<file path="src/sv/srsw_pkg.sv">
// shared constants and types for the selective-repeat sender window
package srsw_pkg;

    localparam int SEQ_COUNT_DEF = 32;

    localparam int ACTION_W   = 2;
    localparam int SEQ_FIELD_W = 5;
    localparam int WIN_W      = 5;
    localparam int TIMEOUT_W  = 8;
    localparam int TOTAL_W    = 16;
    localparam int CFG_IDX_W  = 2;
    localparam int CFG_DATA_W = 16;

    localparam logic [WIN_W-1:0]     WINDOW_SIZE_RST   = 5'd5;
    localparam logic [TIMEOUT_W-1:0] TIMEOUT_TICKS_RST = 8'd20;
    localparam logic [TOTAL_W-1:0]   TOTAL_PACKETS_RST = 16'd0;
    localparam logic [TIMEOUT_W-1:0] TIMER_MAX         = 8'hff;

    localparam logic [CFG_IDX_W-1:0] REG_WINDOW_SIZE   = 2'd0;
    localparam logic [CFG_IDX_W-1:0] REG_TIMEOUT_TICKS = 2'd1;
    localparam logic [CFG_IDX_W-1:0] REG_TOTAL_PACKETS = 2'd2;

    localparam logic [ACTION_W-1:0] ACT_SEND = 2'd0;
    localparam logic [ACTION_W-1:0] ACT_ACK  = 2'd1;
    localparam logic [ACTION_W-1:0] ACT_TICK = 2'd2;

    // per-cycle commands from the sequencer to every slot cell
    typedef struct packed {
        logic grant;     // addressed slot goes out: unacked, timer started
        logic ack;       // addressed slot acknowledged: timer stopped
        logic tick;      // every running timer counts up
        logic retx_clr;  // cell holding the token restarts its timer
        logic load;      // token placed at the addressed slot
        logic advance;   // token moves one cell along the ring
    } cell_ctrl_t;

endpackage

</file>
<file path="src/sv/srsw_cell.sv">
// one sequence slot: acked bit, timer and scan token
module srsw_cell #(
    parameter int SEQ_W = 5,
    parameter int IDX   = 0
) (
    input  logic                            clk,
    input  logic                            rst_n,
    input  srsw_pkg::cell_ctrl_t            ctrl,
    input  logic [SEQ_W-1:0]                slot,
    input  logic [srsw_pkg::TIMEOUT_W-1:0]  timeout,
    input  logic                            token_in,
    output logic                            acked,
    output logic                            expired,
    output logic                            token_out
);

    logic                           acked_reg, acked_next;
    logic                           running_reg, running_next;
    logic [srsw_pkg::TIMEOUT_W-1:0] count_reg, count_next;
    logic                           token_reg, token_next;
    logic                           sel;

    assign sel = (slot == SEQ_W'(IDX));

    always_comb
    begin
        acked_next   = acked_reg;
        running_next = running_reg;
        count_next   = count_reg;
        token_next   = token_reg;
        if (ctrl.grant && sel)
        begin
            acked_next   = 1'b0;
            running_next = 1'b1;
            count_next   = '0;
        end
        else if (ctrl.ack && sel)
        begin
            acked_next   = 1'b1;
            running_next = 1'b0;
            count_next   = '0;
        end
        else if (ctrl.retx_clr && token_reg)
        begin
            count_next = '0;
        end
        else if (ctrl.tick && running_reg && (count_reg != srsw_pkg::TIMER_MAX))
        begin
            count_next = count_reg + 1'b1;
        end
        if (ctrl.load)
        begin
            token_next = sel;
        end
        else if (ctrl.advance)
        begin
            token_next = token_in;
        end
    end

    always_ff @(posedge clk or negedge rst_n)
    begin
        if (!rst_n)
        begin
            acked_reg   <= 1'b1;
            running_reg <= 1'b0;
            count_reg   <= '0;
            token_reg   <= 1'b0;
        end
        else
        begin
            acked_reg   <= acked_next;
            running_reg <= running_next;
            count_reg   <= count_next;
            token_reg   <= token_next;
        end
    end

    assign acked     = acked_reg;
    assign expired   = running_reg && (count_reg >= timeout);
    assign token_out = token_reg;

endmodule

</file>
<file path="src/sv/selective_repeat_sender_window.sv">
// selective-repeat sender window: slot cell ring with scan sequencer
//
// usage: one transfer on the input channel (in_valid/in_ready) carries an
// action (send request, acknowledgment or timer tick) and an ack sequence.
// each accepted item gives exactly one result on the output channel
// (out_valid/out_ready): grant and sequence, retransmit slot, window base
// and the all-done flag. configuration (window size, timeout, total
// packets) is written through cfg_we/cfg_index/cfg_data; the user must write
// it only while idle, which the block does not check. a send request, an ack
// that does not move the base, an ack that empties the window and the unused
// action go straight to the held result. an ack at the base walks a token
// along the cell ring, one slot a cycle, until it meets an unacked slot. a
// tick counts all running timers in the transfer cycle, then scans from slot
// 0, one slot a cycle, up to the first expired timer or the last slot. one
// item is worked on at a time. in_ready is high whenever the sequencer is
// idle; a finished result waits in a holding stage while the output register
// is full, so a stalled receiver holds the next result and then blocks new
// transfers. reset: every slot acked, timers stopped, base and next
// sequence 0, window size 5, timeout 20 ticks, total packets 0.
module selective_repeat_sender_window #(
    parameter int SEQ_COUNT = srsw_pkg::SEQ_COUNT_DEF
) (
    input  logic                              clk,
    input  logic                              rst_n,
    // configuration write port
    input  logic                              cfg_we,
    input  logic [srsw_pkg::CFG_IDX_W-1:0]    cfg_index,
    input  logic [srsw_pkg::CFG_DATA_W-1:0]   cfg_data,
    // input channel
    input  logic                              in_valid,
    output logic                              in_ready,
    input  logic [srsw_pkg::ACTION_W-1:0]     action,
    input  logic [srsw_pkg::SEQ_FIELD_W-1:0]  ack_seq,
    // output channel
    output logic                              out_valid,
    input  logic                              out_ready,
    output logic                              granted,
    output logic [srsw_pkg::SEQ_FIELD_W-1:0]  sent_seq,
    output logic                              retransmit,
    output logic [srsw_pkg::SEQ_FIELD_W-1:0]  retransmit_seq,
    output logic [srsw_pkg::SEQ_FIELD_W-1:0]  window_base,
    output logic                              all_done
);

    localparam int SEQ_W = $clog2(SEQ_COUNT);
    localparam int CNT_W = $clog2(SEQ_COUNT + 1);
    // compare width: holds SEQ_COUNT, a distance and the 5-bit fields
    localparam int CMP_W = ((SEQ_W + 1) > srsw_pkg::SEQ_FIELD_W) ?
                           (SEQ_W + 1) : srsw_pkg::SEQ_FIELD_W;
    localparam logic [SEQ_W-1:0] LAST_SEQ = SEQ_W'(SEQ_COUNT - 1);

    // sequencer states
    localparam logic [1:0] S_IDLE = 2'd0;
    localparam logic [1:0] S_WALK = 2'd1;  // base walk after an ack at the base
    localparam logic [1:0] S_SCAN = 2'd2;  // expired-timer search after a tick
    localparam logic [1:0] S_DONE = 2'd3;  // result ready for the output register

    // configuration registers
    logic [srsw_pkg::WIN_W-1:0]     win_reg;
    logic [srsw_pkg::TIMEOUT_W-1:0] timeout_reg;
    logic [srsw_pkg::TOTAL_W-1:0]   total_reg;

    // window state
    logic [1:0]                   state_reg, state_next;
    logic [SEQ_W-1:0]             base_reg, base_next;
    logic [SEQ_W-1:0]             next_seq_reg, next_seq_next;
    logic [srsw_pkg::TOTAL_W-1:0] sent_cnt_reg, sent_cnt_next;
    logic [CNT_W-1:0]             unacked_reg, unacked_next;
    logic [SEQ_W-1:0]             scan_reg, scan_next;

    // held result of the item at work
    logic                            pend_granted_reg, pend_granted_next;
    logic [srsw_pkg::SEQ_FIELD_W-1:0] pend_sent_reg, pend_sent_next;
    logic                            pend_retx_reg, pend_retx_next;
    logic [srsw_pkg::SEQ_FIELD_W-1:0] pend_retx_seq_reg, pend_retx_seq_next;

    // output register
    logic                            out_valid_reg, out_valid_next;
    logic                            out_load;
    logic                            out_granted_reg;
    logic [srsw_pkg::SEQ_FIELD_W-1:0] out_sent_reg;
    logic                            out_retx_reg;
    logic [srsw_pkg::SEQ_FIELD_W-1:0] out_retx_seq_reg;
    logic [srsw_pkg::SEQ_FIELD_W-1:0] out_base_reg;
    logic                            out_done_reg;

    // cell ring
    srsw_pkg::cell_ctrl_t ctrl;
    logic [SEQ_W-1:0]     slot;
    logic [SEQ_COUNT-1:0] acked_vec;
    logic [SEQ_COUNT-1:0] expired_vec;
    logic [SEQ_COUNT-1:0] token_vec;

    // decoded input and helpers
    logic             accept;
    logic [CMP_W-1:0] ack_w;
    logic [CMP_W-1:0] seq_gap;
    logic             can_grant;
    logic             ack_ok;
    logic [SEQ_W-1:0] ack_slot;
    logic [CNT_W-1:0] unacked_after_ack;
    logic             walk_hit;
    logic             scan_hit;

    assign accept   = in_valid && in_ready;
    assign in_ready = (state_reg == S_IDLE);

    // ring of slot cells, token handed from each cell to the next
    for (genvar i = 0; i < SEQ_COUNT; i++)
    begin : g_cell
        localparam int PREV = (i == 0) ? (SEQ_COUNT - 1) : (i - 1);
        srsw_cell #(
            .SEQ_W (SEQ_W),
            .IDX   (i)
        ) u_cell (
            .clk       (clk),
            .rst_n     (rst_n),
            .ctrl      (ctrl),
            .slot      (slot),
            .timeout   (timeout_reg),
            .token_in  (token_vec[PREV]),
            .acked     (acked_vec[i]),
            .expired   (expired_vec[i]),
            .token_out (token_vec[i])
        );
    end

    // distance of next sequence from the base, modulo the sequence count
    always_comb
    begin
        if (next_seq_reg >= base_reg)
        begin
            seq_gap = CMP_W'(next_seq_reg) - CMP_W'(base_reg);
        end
        else
        begin
            seq_gap = CMP_W'(next_seq_reg) + CMP_W'(SEQ_COUNT) - CMP_W'(base_reg);
        end
    end

    assign can_grant = acked_vec[next_seq_reg] && (seq_gap < CMP_W'(win_reg)) &&
                       (sent_cnt_reg < total_reg);
    assign ack_w     = CMP_W'(ack_seq);
    assign ack_ok    = (ack_w < CMP_W'(SEQ_COUNT));
    assign ack_slot  = SEQ_W'(ack_seq);
    assign unacked_after_ack = acked_vec[ack_slot] ? unacked_reg :
                               (unacked_reg - 1'b1);
    assign walk_hit  = |(token_vec & ~acked_vec);
    assign scan_hit  = |(token_vec & expired_vec);
    assign out_load  = (state_reg == S_DONE) && (!out_valid_reg || out_ready);

    // sequencer
    always_comb
    begin
        state_next         = state_reg;
        base_next          = base_reg;
        next_seq_next      = next_seq_reg;
        sent_cnt_next      = sent_cnt_reg;
        unacked_next       = unacked_reg;
        scan_next          = scan_reg;
        pend_granted_next  = pend_granted_reg;
        pend_sent_next     = pend_sent_reg;
        pend_retx_next     = pend_retx_reg;
        pend_retx_seq_next = pend_retx_seq_reg;
        ctrl               = '0;
        slot               = next_seq_reg;
        unique case (state_reg)
            S_IDLE:
            begin
                if (accept)
                begin
                    pend_granted_next  = 1'b0;
                    pend_sent_next     = '0;
                    pend_retx_next     = 1'b0;
                    pend_retx_seq_next = '0;
                    state_next         = S_DONE;
                    case (action)
                        srsw_pkg::ACT_SEND:
                        begin
                            if (can_grant)
                            begin
                                ctrl.grant        = 1'b1;
                                slot              = next_seq_reg;
                                pend_granted_next = 1'b1;
                                pend_sent_next    = srsw_pkg::SEQ_FIELD_W'(next_seq_reg);
                                next_seq_next     = (next_seq_reg == LAST_SEQ) ? '0 :
                                                    (next_seq_reg + 1'b1);
                                sent_cnt_next     = sent_cnt_reg + 1'b1;
                                unacked_next      = unacked_reg + 1'b1;
                            end
                        end
                        srsw_pkg::ACT_ACK:
                        begin
                            if (ack_ok)
                            begin
                                ctrl.ack     = 1'b1;
                                slot         = ack_slot;
                                unacked_next = unacked_after_ack;
                                if (ack_w == CMP_W'(base_reg))
                                begin
                                    if (unacked_after_ack == '0)
                                    begin
                                        // nothing outstanding: base jumps to next
                                        base_next = next_seq_reg;
                                    end
                                    else
                                    begin
                                        // token starts on the base, now acked
                                        ctrl.load  = 1'b1;
                                        scan_next  = base_reg;
                                        state_next = S_WALK;
                                    end
                                end
                            end
                        end
                        srsw_pkg::ACT_TICK:
                        begin
                            ctrl.tick  = 1'b1;
                            ctrl.load  = 1'b1;
                            slot       = '0;
                            scan_next  = '0;
                            state_next = S_SCAN;
                        end
                        default:
                        begin
                            // unused action: report only
                        end
                    endcase
                end
            end
            S_WALK:
            begin
                if (walk_hit)
                begin
                    base_next  = scan_reg;
                    state_next = S_DONE;
                end
                else
                begin
                    ctrl.advance = 1'b1;
                    scan_next    = (scan_reg == LAST_SEQ) ? '0 : (scan_reg + 1'b1);
                end
            end
            S_SCAN:
            begin
                if (scan_hit)
                begin
                    ctrl.retx_clr      = 1'b1;
                    pend_retx_next     = 1'b1;
                    pend_retx_seq_next = srsw_pkg::SEQ_FIELD_W'(scan_reg);
                    state_next         = S_DONE;
                end
                else if (scan_reg == LAST_SEQ)
                begin
                    state_next = S_DONE;
                end
                else
                begin
                    ctrl.advance = 1'b1;
                    scan_next    = scan_reg + 1'b1;
                end
            end
            S_DONE:
            begin
                if (out_load)
                begin
                    state_next = S_IDLE;
                end
            end
            default:
            begin
                state_next = S_IDLE;
            end
        endcase
    end

    // output register valid flag
    always_comb
    begin
        out_valid_next = out_valid_reg;
        if (out_load)
        begin
            out_valid_next = 1'b1;
        end
        else if (out_ready)
        begin
            out_valid_next = 1'b0;
        end
    end

    // configuration writes
    always_ff @(posedge clk or negedge rst_n)
    begin
        if (!rst_n)
        begin
            win_reg     <= srsw_pkg::WINDOW_SIZE_RST;
            timeout_reg <= srsw_pkg::TIMEOUT_TICKS_RST;
            total_reg   <= srsw_pkg::TOTAL_PACKETS_RST;
        end
        else if (cfg_we)
        begin
            unique case (cfg_index)
                srsw_pkg::REG_WINDOW_SIZE:   win_reg     <= cfg_data[srsw_pkg::WIN_W-1:0];
                srsw_pkg::REG_TIMEOUT_TICKS: timeout_reg <= cfg_data[srsw_pkg::TIMEOUT_W-1:0];
                srsw_pkg::REG_TOTAL_PACKETS: total_reg   <= cfg_data[srsw_pkg::TOTAL_W-1:0];
                default:
                begin
                    // index beyond the register list: ignored
                end
            endcase
        end
    end

    // control state
    always_ff @(posedge clk or negedge rst_n)
    begin
        if (!rst_n)
        begin
            state_reg     <= S_IDLE;
            base_reg      <= '0;
            next_seq_reg  <= '0;
            sent_cnt_reg  <= '0;
            unacked_reg   <= '0;
            scan_reg      <= '0;
            out_valid_reg <= 1'b0;
        end
        else
        begin
            state_reg     <= state_next;
            base_reg      <= base_next;
            next_seq_reg  <= next_seq_next;
            sent_cnt_reg  <= sent_cnt_next;
            unacked_reg   <= unacked_next;
            scan_reg      <= scan_next;
            out_valid_reg <= out_valid_next;
        end
    end

    // result payload, no reset needed
    always_ff @(posedge clk)
    begin
        pend_granted_reg  <= pend_granted_next;
        pend_sent_reg     <= pend_sent_next;
        pend_retx_reg     <= pend_retx_next;
        pend_retx_seq_reg <= pend_retx_seq_next;
        if (out_load)
        begin
            out_granted_reg  <= pend_granted_reg;
            out_sent_reg     <= pend_sent_reg;
            out_retx_reg     <= pend_retx_reg;
            out_retx_seq_reg <= pend_retx_seq_reg;
            out_base_reg     <= srsw_pkg::SEQ_FIELD_W'(base_reg);
            out_done_reg     <= (sent_cnt_reg >= total_reg) && (unacked_reg == '0);
        end
    end

    assign out_valid      = out_valid_reg;
    assign granted        = out_granted_reg;
    assign sent_seq       = out_sent_reg;
    assign retransmit     = out_retx_reg;
    assign retransmit_seq = out_retx_seq_reg;
    assign window_base    = out_base_reg;
    assign all_done       = out_done_reg;

endmodule
</file>
<file path="config.mk">
export PLATFORM = sky130hd
export DESIGN_NAME = selective_repeat_sender_window
export DESIGN_NICKNAME = d
export VERILOG_FILES = /design/src/sv/srsw_pkg.sv /design/src/sv/srsw_cell.sv /design/src/sv/selective_repeat_sender_window.sv
export SDC_FILE = /design/constraint.sdc
export NUM_CORES = 1
export LEC_CHECK = 0
export BUFFER_PORTS_ARGS = -buffer_cell sky130_fd_sc_hd__buf_2
export CAP_MARGIN = 20
export CORE_MARGIN = 2
export CORE_UTILIZATION = 45
export DETAILED_ROUTE_END_ITERATION = 7
export SETUP_SLACK_MARGIN = 0.1
export SKIP_LAST_GASP = 1
export SYNTH_ARGS = -nofsm -noshare
export SYNTH_HDL_FRONTEND = slang
export SYNTH_SLANG_ARGS = --single-unit
</file>
<file path="constraint.sdc">
create_clock -name clk -period 4.35 [get_ports clk]
set_input_delay 0.6525 -clock clk [delete_from_list [all_inputs] [get_ports clk]]
set_output_delay 0.6525 -clock clk [all_outputs]
set_load 0.005 [all_outputs]
</file>
# ---- Yosys cells after proc, flatten, opt, wreduce, memory -nomap -nowiden
# Cells that the tools add are included.
dict set report word_totals {
  inputBits 30
  word_cells 997
  output_inout_bits 20
  reg_bits 451
}
dict set report op_classes {
  eq_ne 91
  n_lt_le_gt_ge 39
  n_bitwise 3
  n_mux 388
  add_sub_neg 40
  reduce_logical 288
}
# op count
set op_table {}
lappend op_table {{$mux 8} 128}
lappend op_table {{$add 8x1->8 const B} 32}
lappend op_table {{$ge 8x8->1} 32}
lappend op_table {{$ne 8x8->1 const B} 32}
lappend op_table {{$mux 1} 213}
lappend op_table {{$logic_and 1x1->1} 197}
lappend op_table {{$reduce_bool 4->1} 32}
lappend op_table {{$mux 5} 20}
lappend op_table {{$eq 5x5->1 const B} 18}
lappend op_table {{$reduce_bool 2->1} 37}
lappend op_table {{$and 32x32->32} 2}
lappend op_table {{$reduce_or 32->1} 2}
lappend op_table {{$eq 5x4->1 const B} 8}
lappend op_table {{$pmux 5 s2} 4}
lappend op_table {{$not 32->32} 1}
lappend op_table {{$mux 6} 4}
lappend op_table {{$eq 5x3->1 const B} 4}
lappend op_table {{$lt 5x6->1 const B} 3}
lappend op_table {{$add 16x1->16 const B} 1}
lappend op_table {{$ge 16x16->1} 1}
lappend op_table {{$lt 16x16->1} 1}
lappend op_table {{$mux 2} 8}
lappend op_table {{$ne 2x2->1 const B} 8}
lappend op_table {{$pmux 5 s3} 1}
lappend op_table {{34 further kinds} 60}

# ---- Logic depth before layout (Yosys ltp)
# Gate-level depths: netlist (run 1).
dict set report depth {
  word_depth 16
  depth_mapped 19
  depth_no_buf 16
}

# ---- Hierarchy
# From an unflattened synthesis (run 1), not the netlist that was laid out.
dict set report hier_totals {
  cells_unflattened 3234
  hier_area_um2 30900.9
}
# mod area_per_inst_um2 instances cells_each seq_area_each_um2
set by_module_without_submodules {}
lappend by_module_without_submodules {{srsw_cell at g_cell[11].u_cell ...} 759.5 11 82 276.5}
lappend by_module_without_submodules {selective_repeat_sender_window 6401.1 1 608 2632.5}
lappend by_module_without_submodules {{srsw_cell at g_cell[10].u_cell ...} 760.7 7 82 276.5}
lappend by_module_without_submodules {{srsw_cell at g_cell[16].u_cell ...} 775.7 3 81 276.5}
lappend by_module_without_submodules {{srsw_cell at g_cell[17].u_cell ...} 769.5 3 81 276.5}
lappend by_module_without_submodules {{srsw_cell at g_cell[4].u_cell ...} 757.0 2 82 276.5}
lappend by_module_without_submodules {{srsw_cell at g_cell[6].u_cell} 807.0 1 85 276.5}
lappend by_module_without_submodules {{srsw_cell at g_cell[7].u_cell} 807.0 1 84 276.5}
lappend by_module_without_submodules {{srsw_cell at g_cell[0].u_cell} 773.2 1 82 276.5}
lappend by_module_without_submodules {{srsw_cell at g_cell[9].u_cell} 765.7 1 84 276.5}
lappend by_module_without_submodules {{srsw_cell at g_cell[19].u_cell} 762.0 1 82 276.5}
lappend by_module_without_submodules {{srsw_cell at g_cell[31].u_cell} 755.7 1 83 276.5}

# ---- Worst setup path before layout (run 1)
# No wires, ideal clock.
dict set report synth_path {
  path_kind {register to register}
  startpoint {register next_seq_reg[0]}
  endpoint {register g_cell[13].u_cell.count_reg[0] (netlist name)}
  stages_incl_launch_ff 20
  arrival_ps 3751
  setup_slack_ps 466
  setup_time_ps 133
  synth_period_minus_slack_ps 3884
  path_buffers 4
  path_cell_list {dfrtp_1 -> clkbuf_1 -> inv_1 -> ha_1 -> inv_1 -> fa_1 -> a21oi_1 -> nor2_1 -> nor2_1 -> xnor2_1 -> ha_1 -> o21ai_0 -> a21oi_1 -> or4_1 -> buf_2 -> a21oi_1 -> clkbuf_1 -> and2_1 -> clkbuf_1 -> nor3_1}
}
dict set report synth_via {
  elab_chain_len 12
  word_cells_on_any_way 24
}
# element line_no
set synth_rtl {}
lappend synth_rtl {{from (decl)} selective_repeat_sender_window.sv:66} ;# logic [SEQ_W-1:0] next_seq_reg, next_seq_next;
lappend synth_rtl {{from (signal assigned)} selective_repeat_sender_window.sv:331} ;# next_seq_reg <= next_seq_next;
lappend synth_rtl {{$add 5x6->6} selective_repeat_sender_window.sv:137} ;# seq_gap = CMP_W'(next_seq_reg) + CMP_W'(SEQ_COUNT) - CMP_W'(base_reg);
lappend synth_rtl {{$sub 6x5->6} selective_repeat_sender_window.sv:137}
lappend synth_rtl {{$mux 6} selective_repeat_sender_window.sv:131} ;# if (next_seq_reg >= base_reg)
lappend synth_rtl {{$lt 6x5->1} selective_repeat_sender_window.sv:141} ;# assign can_grant = acked_vec[next_seq_reg] && (seq_gap < CMP_W'(win_reg)) &&
lappend synth_rtl {{$logic_and 1x1->1 (2 in series)} selective_repeat_sender_window.sv:141}
lappend synth_rtl {{$mux 1} selective_repeat_sender_window.sv:180} ;# if (can_grant)
lappend synth_rtl {{$mux 1} selective_repeat_sender_window.sv:177} ;# case (action)
lappend synth_rtl {{$mux 3} selective_repeat_sender_window.sv:170} ;# if (accept)
lappend synth_rtl {{$mux 3} selective_repeat_sender_window.sv:167} ;# unique case (state_reg)
lappend synth_rtl {{$logic_and 1x1->1} srsw_cell.sv:31} ;# if (ctrl.grant && sel)
lappend synth_rtl {{$reduce_bool 4->1 (no line) or $mux 8 (tied branches)} --}
lappend synth_rtl {{to (signal assigned)} srsw_cell.sv:74} ;# count_reg <= count_next;
lappend synth_rtl {{to (decl)} srsw_cell.sv:19} ;# logic [srsw_pkg::TIMEOUT_W-1:0] count_reg, count_next;
# Parallel ways exist; a longest one is shown, timed or not. The select of a mux whose other input is x is not followed.
# A chain may end at the register's enable or synchronous reset.

# ---- Final worst setup path (run 1)
dict set report layout_path {
  startpoint {register timeout_reg[7] (netlist name)}
  endpoint {register g_cell[7].u_cell.count_reg[1] (netlist name)}
}
dict set report layout_via {
  elab_chain_len 10
  word_cells_on_any_way 73
}
# element line_no
set layout_rtl {}
lappend layout_rtl {{from (decl)} selective_repeat_sender_window.sv:60} ;# logic [srsw_pkg::TIMEOUT_W-1:0] timeout_reg;
lappend layout_rtl {{from (signal assigned)} selective_repeat_sender_window.sv:297} ;# timeout_reg <= srsw_pkg::TIMEOUT_TICKS_RST;
lappend layout_rtl {{from (signal assigned)} selective_repeat_sender_window.sv:304} ;# srsw_pkg::REG_TIMEOUT_TICKS: timeout_reg <= cfg_data[srsw_pkg::TIMEOUT_W-1:0];
lappend layout_rtl {{$ge 8x8->1} srsw_cell.sv:80} ;# assign expired = running_reg && (count_reg >= timeout);
lappend layout_rtl {{$logic_and 1x1->1} srsw_cell.sv:80}
lappend layout_rtl {{$and 32x32->32 *} selective_repeat_sender_window.sv:149} ;# assign scan_hit = |(token_vec & expired_vec);
lappend layout_rtl {{$reduce_or 32->1 *} selective_repeat_sender_window.sv:149}
lappend layout_rtl {{$mux 1 *} selective_repeat_sender_window.sv:246} ;# if (scan_hit)
lappend layout_rtl {{$mux 1 *} selective_repeat_sender_window.sv:167}
lappend layout_rtl {{$logic_and 1x1->1 *} srsw_cell.sv:43} ;# else if (ctrl.retx_clr && token_reg)
lappend layout_rtl {{$mux 8} srsw_cell.sv:43}
lappend layout_rtl {{$mux 8} srsw_cell.sv:37} ;# else if (ctrl.ack && sel)
lappend layout_rtl {{$mux 8} srsw_cell.sv:31}
lappend layout_rtl {{to (signal assigned)} srsw_cell.sv:74}
lappend layout_rtl {{to (decl)} srsw_cell.sv:19}
# Mark *: on every way between the ends. The rest lies on a longest branch, timed or not.

==> results.yml, run 1 <==
outcome:
  status: "finished clean"
setup_path:
  cp-start-kind: "register"
  regToRegEndpoint: "g_cell[7].u_cell.count_reg[1]"
  critical_path_arrival_ns: 4.62
  required_ns: 4.87
  endpoint: "g_cell[7].u_cell.count_reg[1]"
  crit_start: "timeout_reg[7]"
  worst-setup-path-type: "register to register"
  path_max_fanout: 27
  reg2reg_depth: 13
  reg2reg_from: "timeout_reg[7]"
  endpoint_kind: "register"
  ff2ff_setup_slack_ns: 0.25
sta:
  clock_skew_ns: 0.0239
  finalCritPeriodShare_pct: 94.3
  tightest_slew_ns: 0.943
  max_freq_ghz: 0.244
  hold_viol_final: 0
  rsz0062_at_grt: "true"
  period_needed_ns: 4.10
  slew_violations: 0
  relSlewSlack_pct: 37.1
  setup_violations: 0
  hold_slack_ns: 0.141
  fin_ws_ns: 0.247
finish:
  drive_gt1_share_pct: 19.9
  final_common_cell: "dfrtp_1"
  fin_nets: 3367
  final_cell_area_sq_um: 33600
  area_growth_pct: 11.5
  seqCellArea_sq_um: 11500
  final_cell_mix: "dfrtp_1 (384), ha_1 (329), nand2_1 (242)"
  largest_reg_flops: 256
  multi_input_comb_area_sq_um: 17600
  n_antenna_cell: 0
  fillerInstances: 5881
placed_design:
  dp_hpwl_um: 60600
  gp_congestion: 0.943
  port_buffers: 49
  dpl_cell_area_sq_um: 31800
  place_ws_ns: -0.126
logic_synthesis:
  syn-instance-count: 2931
  ys_warn_count: 0
  ys_ff_latch: 451
  synth_area_sq_um: 30100
  syn-num-nets: 3291
  synth_enable_flop_cells: 30
  synthArstFlopShare_pct: 93.3
  synth_area_per_cell_sq_um: 10.3
  synth_top_cell_by_area: "dfrtp_1"
  synth_ff_type: "dfrtp_1"
  synthTopCellsByArea: "dfrtp_1 (32%), ha_1 (14%), nor3_2 (7.7%)"
  synth_top_area_share_pct: 32.0
  synthDistinctLibCells: 72
  yosysSeqAreaShare_pct: 38.1
clocking:
  cts_made_buffers: 52
  cts_buffer_depth: 3
  cts_sinks: 451
  cts_tree: "built"
  cts-root-buf: "clkbuf_16"
  cts_max_level: 2
  clk_pin_slew_worst_paths_ns: 0.06
  clock_latency_ns: 0.62
global_routing:
  grt_start_max_net_pins: 109
  grt_pass1_wl_um: 136000
  grt_overflow: 0
  grt_use_total_pct: 24.7
  grt_pass1_vias: 23500
  grt_antenna_before_repair: 0
power_and_ir_drop:
  p_seq_share_pct: 40.4
  intPower_mw: 8.77
  pwr_density_cell_nw_per_um2: 394
  swShare_pct: 33.8
  leakage_nw: 16.1
  vdd_drop_max_v: 0.000301
  p_sw_mw: 4.48
  p_clk_share_pct: 33.9
  pwr-share-comb_pct: 25.7
job:
  maxCapViolCount: 0
floorplan:
  die_w_um: 263
  num_rows: 94
  design.die.area_sq_um: 69000
  initial_utilization_pct: 45.7
  ioPinCount: 50
  fp.coreArea_sq_um: 66000
  dieHeight_um: 263
routing:
  postRouteWirelength_um: 85000
  vias: 23100
  first_pass_iters: 7
  drc: 0
  avgViaCountPerCell: 5.91
  ant_nets: 0
  wl_per_cell_um: 21.7
  drt_iter0_drc: 1638
worst_hold_path:
  hold_class: "input pin to asynchronous set/reset pin"
## worst max-delay path, cell delays in order, from the launching register on
cell,delay [ns]
dfrtp_1,0.34
clkinv_1,0.14
buf_12,0.21
ha_1,0.33
nand4_1,0.18
o21ai_1,0.11
or4_1,0.54
nor3_2,0.28
nand4_1,0.14
or4b_4,0.54
o31a_1,0.37
buf_12,0.21
and2_1,0.34
nor3_2,0.21
## what timing repair did
action	CTS	global route
hold buffers	0	0
pin swaps	0	0
endpoints found under the setup margin	296	296
setup buffers	0	2
resized for setup	4	46
## stage by stage
step                      util [%]  setup TNS [ns]  power, mW  cells
final                         50.9               0       13.2   3915
after global placement        48.2           -2.60       8.64   3815
after detailed placement      48.2          -12.82       8.75   3815
after CTS                     50.8               0       13.3   3913
after global routing          50.9               0       13.9   3915
after floorplan                  -               0       7.24   2931
## worst min-delay path by stage
stage | start | end | slack (ns)
6_report | rst_n | g_cell[29].u_cell.count_reg[0] | 0.14
5_1_grt | rst_n | g_cell[29].u_cell.count_reg[0] | 0.21
4_1_cts | rst_n | g_cell[24].u_cell.token_out | 0.18
3_5_place_dp | pend_retx_reg | retransmit | 0.40
3_3_place_gp | pend_sent_reg[0] | sent_seq[0] | 0.40
2_1_floorplan | rst_n | base_reg[0] | 0.36
## layer usage
layer	GRT usage (%)	vias to the layer above	wire (um)
met1	34.1	11500	38100
met4	7.32	0	2390
li1	-	10800	-
met3	3.59	160	5220
met2	40.3	654	39200
met5	0	-	0
## power by group through the flow
stage	Clock, mW	Sequential, mW	Combinational (mW)
floorplan	0	5.13	2.11
global placement	0	5.39	3.25
detailed placement	0	5.40	3.35
CTS	4.58	5.33	3.38
global route	4.77	5.40	3.78
finish	4.49	5.35	3.41
## kinds of logic (layout without fill, tap and decap cells)
| kind of cell | after synthesis | in the layout | synth area share (%) |
|---|---|---|---|
| simple gates | 1072 | 1072 | 21.9 |
| xor+xnor | 252 | 252 | 7.33 |
| compound gates | 487 | 487 | 11.3 |
| fa+ha+maj | 330 | 330 | 13.7 |
| buf+inv | 245 | 365 | 3.81 |
| mux | 94 | 94 | 3.83 |
| flops | 451 | 451 | 38.1 |
## cell usage after synthesis, drive strengths merged (49+ instances only)
cell type  number
and3           84
inv           115
o21ai          68
nand2         242
a21oi         135
nand4         100
dfrtp         385
xnor2          84
nand3          85
mux2i          49
xor2          168
ha            329
nor2          101
buf            82
and2           73
nor3          285
## area by class of cell
type,count,share of cell area [%]
repair buffers,152,3.81
flip-flops and latches,451,34.2
well taps,864,3.22
inverters,115,1.31
clock buffers,74,4.45
multi-input cells,2235,52.4
clock inverters,24,0.693
Power figures use the tool's default switching activity.
==> run 2, diff against run 1 <==
==> constraint.sdc (replaced) <==
create_clock -name clk -period 4.35 [get_ports clk]
set_input_delay 0.2175 -clock clk [delete_from_list [all_inputs] [get_ports clk]]
set_output_delay 0.2175 -clock clk [all_outputs]
set_load 0.005 [all_outputs]
==> results.yml, run 2 (same netlist as run 1, synthesis figures left out) <==
outcome:
  status: "finished clean"
clocking:
  clk_pin_slew_worst_paths_ns: 0.06
  cts_sinks: 451
  cts_max_level: 2
  clock_latency_ns: 0.62
  cts-root-buf: "clkbuf_16"
  postCtsSetupBuffers: 0
  cts_buffer_depth: 3
  cts_tree: "built"
  cts_made_buffers: 52
global_routing:
  grt_overflow: 0
  grt_start_max_net_pins: 112
  top_usage_layer: "met2"
  grt_pass1_vias: 23200
  grt_pass1_wl_um: 133000
  grt_use_met3_pct: 3.60
  grt_antenna_before_repair: 2
  use_met1_pct: 32.9
  grt_use_total_pct: 24.2
  use_met2_pct: 39.9
sta:
  hold_slack_ns: 0.0858
  setup_violations: 0
  tightest_slew_ns: 0.990
  slew_violations: 0
  clock_skew_ns: 0.0277
  finalSetupTns_ns: 0
  period_needed_ns: 4.19
  finalCritPeriodShare_pct: 96.3
  rsz0062_at_grt: "true"
  max_freq_ghz: 0.239
  relSlewSlack_pct: 33.5
  hold_viol_final: 0
setup_path:
  critical_path_arrival_ns: 4.70
  cp-start-kind: "register"
  required_ns: 4.86
  worst-setup-path-type: "register to register"
  path_max_fanout: 14
  endpoint_kind: "register"
job:
  maxCapViolCount: 0
routing:
  vias: 23200
  avgViaCountPerCell: 5.91
  drt_iter0_drc: 1564
  first_pass_iters: 6
  drc: 0
  postRouteWirelength_um: 84000
  wl_per_cell_um: 21.4
  ant_nets: 0
power_and_ir_drop:
  p_total_mw: 13.3
  leakage_nw: 16.1
  vdd_drop_max_v: 0.000291
  pwr_density_cell_nw_per_um2: 395
floorplan:
  initial_utilization_pct: 45.7
  ioPinCount: 50
  num_rows: 94
  fp.coreArea_sq_um: 66000
  dieHeight_um: 263
  die_w_um: 263
  design.die.area_sq_um: 69000
worst_hold_path:
  hold_class: "input pin to register"
finish:
  area_growth_pct: 11.9
  stdcell_count: 3916
  largest_reg_flops: 256
  seqCellArea_sq_um: 11500
  drive_gt1_share_pct: 19.4
  multi_input_comb_area_sq_um: 17600
  final_cell_area_sq_um: 33700
  fillerInstances: 5919
  final_common_cell: "dfrtp_1"
  final_cell_mix: "dfrtp_1 (384), ha_1 (329), nand2_1 (242)"
  fin_nets: 3368
placed_design:
  gp_congestion: 0.933
  dpl_cell_area_sq_um: 31600
  numPlacedInstances: 3792
  port_buffers: 49
  dp_hpwl_um: 59400
## run 2: worst paths after layout
path	cells past startpoint	endpoint	slack, ns	start
hold reg to reg	0	sent_seq[0]	0.42	pend_sent_reg[0]
setup / recovery	14	g_cell[28].u_cell.count_reg[0]	0.16	timeout_reg[2]
setup reg to reg	14	g_cell[28].u_cell.count_reg[0]	0.16	timeout_reg[2]
hold / removal	3	win_reg[0]	0.09	cfg_index[1]
min in group asynchronous	2	g_cell[29].u_cell.count_reg[2]	0.29	rst_n
max in group asynchronous	3	g_cell[10].u_cell.count_reg[5]	2.94	rst_n
## run 2: through the flow
stage | setup WS, ns | util [%]
6_report | 0.161 | 51.1
4_1_cts | 0.105 | 51.0
3_3_place_gp | 0.0346 | 47.8
3_5_place_dp | 0.0629 | 47.8
5_1_grt | 0.0560 | 51.1
2_1_floorplan | 0.466 | -
## run 2: power breakdown
group | switching (mW) | internal, mW
registers | 0.606 | 4.74
logic | 1.96 | 1.38
clock network | 1.86 | 2.78
total | 4.43 | 8.90
## run 2: cell type report
cell class                      count  share of cell area, %
Multi-Input combinational cell   2235                   52.2
Timing Repair Buffer              153                   3.89
Antenna cell                        1                0.00742
Clock buffer                       74                   4.49
Tap cell                          864                   3.21
Inverter                          115                   1.30
Clock inverter                     23                  0.857
Sequential cell                   451                   34.1
## run 2: repair_timing
item	CTS	global route
setup endpoints to repair	39	296
hold buffers	25	0
pin swaps	0	0
endpoints found under the hold margin	112	0
resized for setup	3	54
## run 2: layer usage
layer | wire (um) | vias to the layer above
met5 | 0 | -
met4 | 2220 | 0
met3 | 4700 | 138
met2 | 39700 | 568
met1 | 37400 | 11600
li1 | - | 10900
## run 2: critical path, stage by stage, from the launching register on
cell       delay (ns)
dfstp_2          0.53
inv_2            0.15
buf_12           0.22
ha_1             0.31
a211oi_1         0.22
o21ai_0          0.15
o2111ai_1        0.14
o211ai_1         0.24
nor4_1           0.25
buf_4            0.19
or4b_4           0.51
o31a_1           0.37
buf_4            0.19
and2_1           0.32
nor3_2           0.25
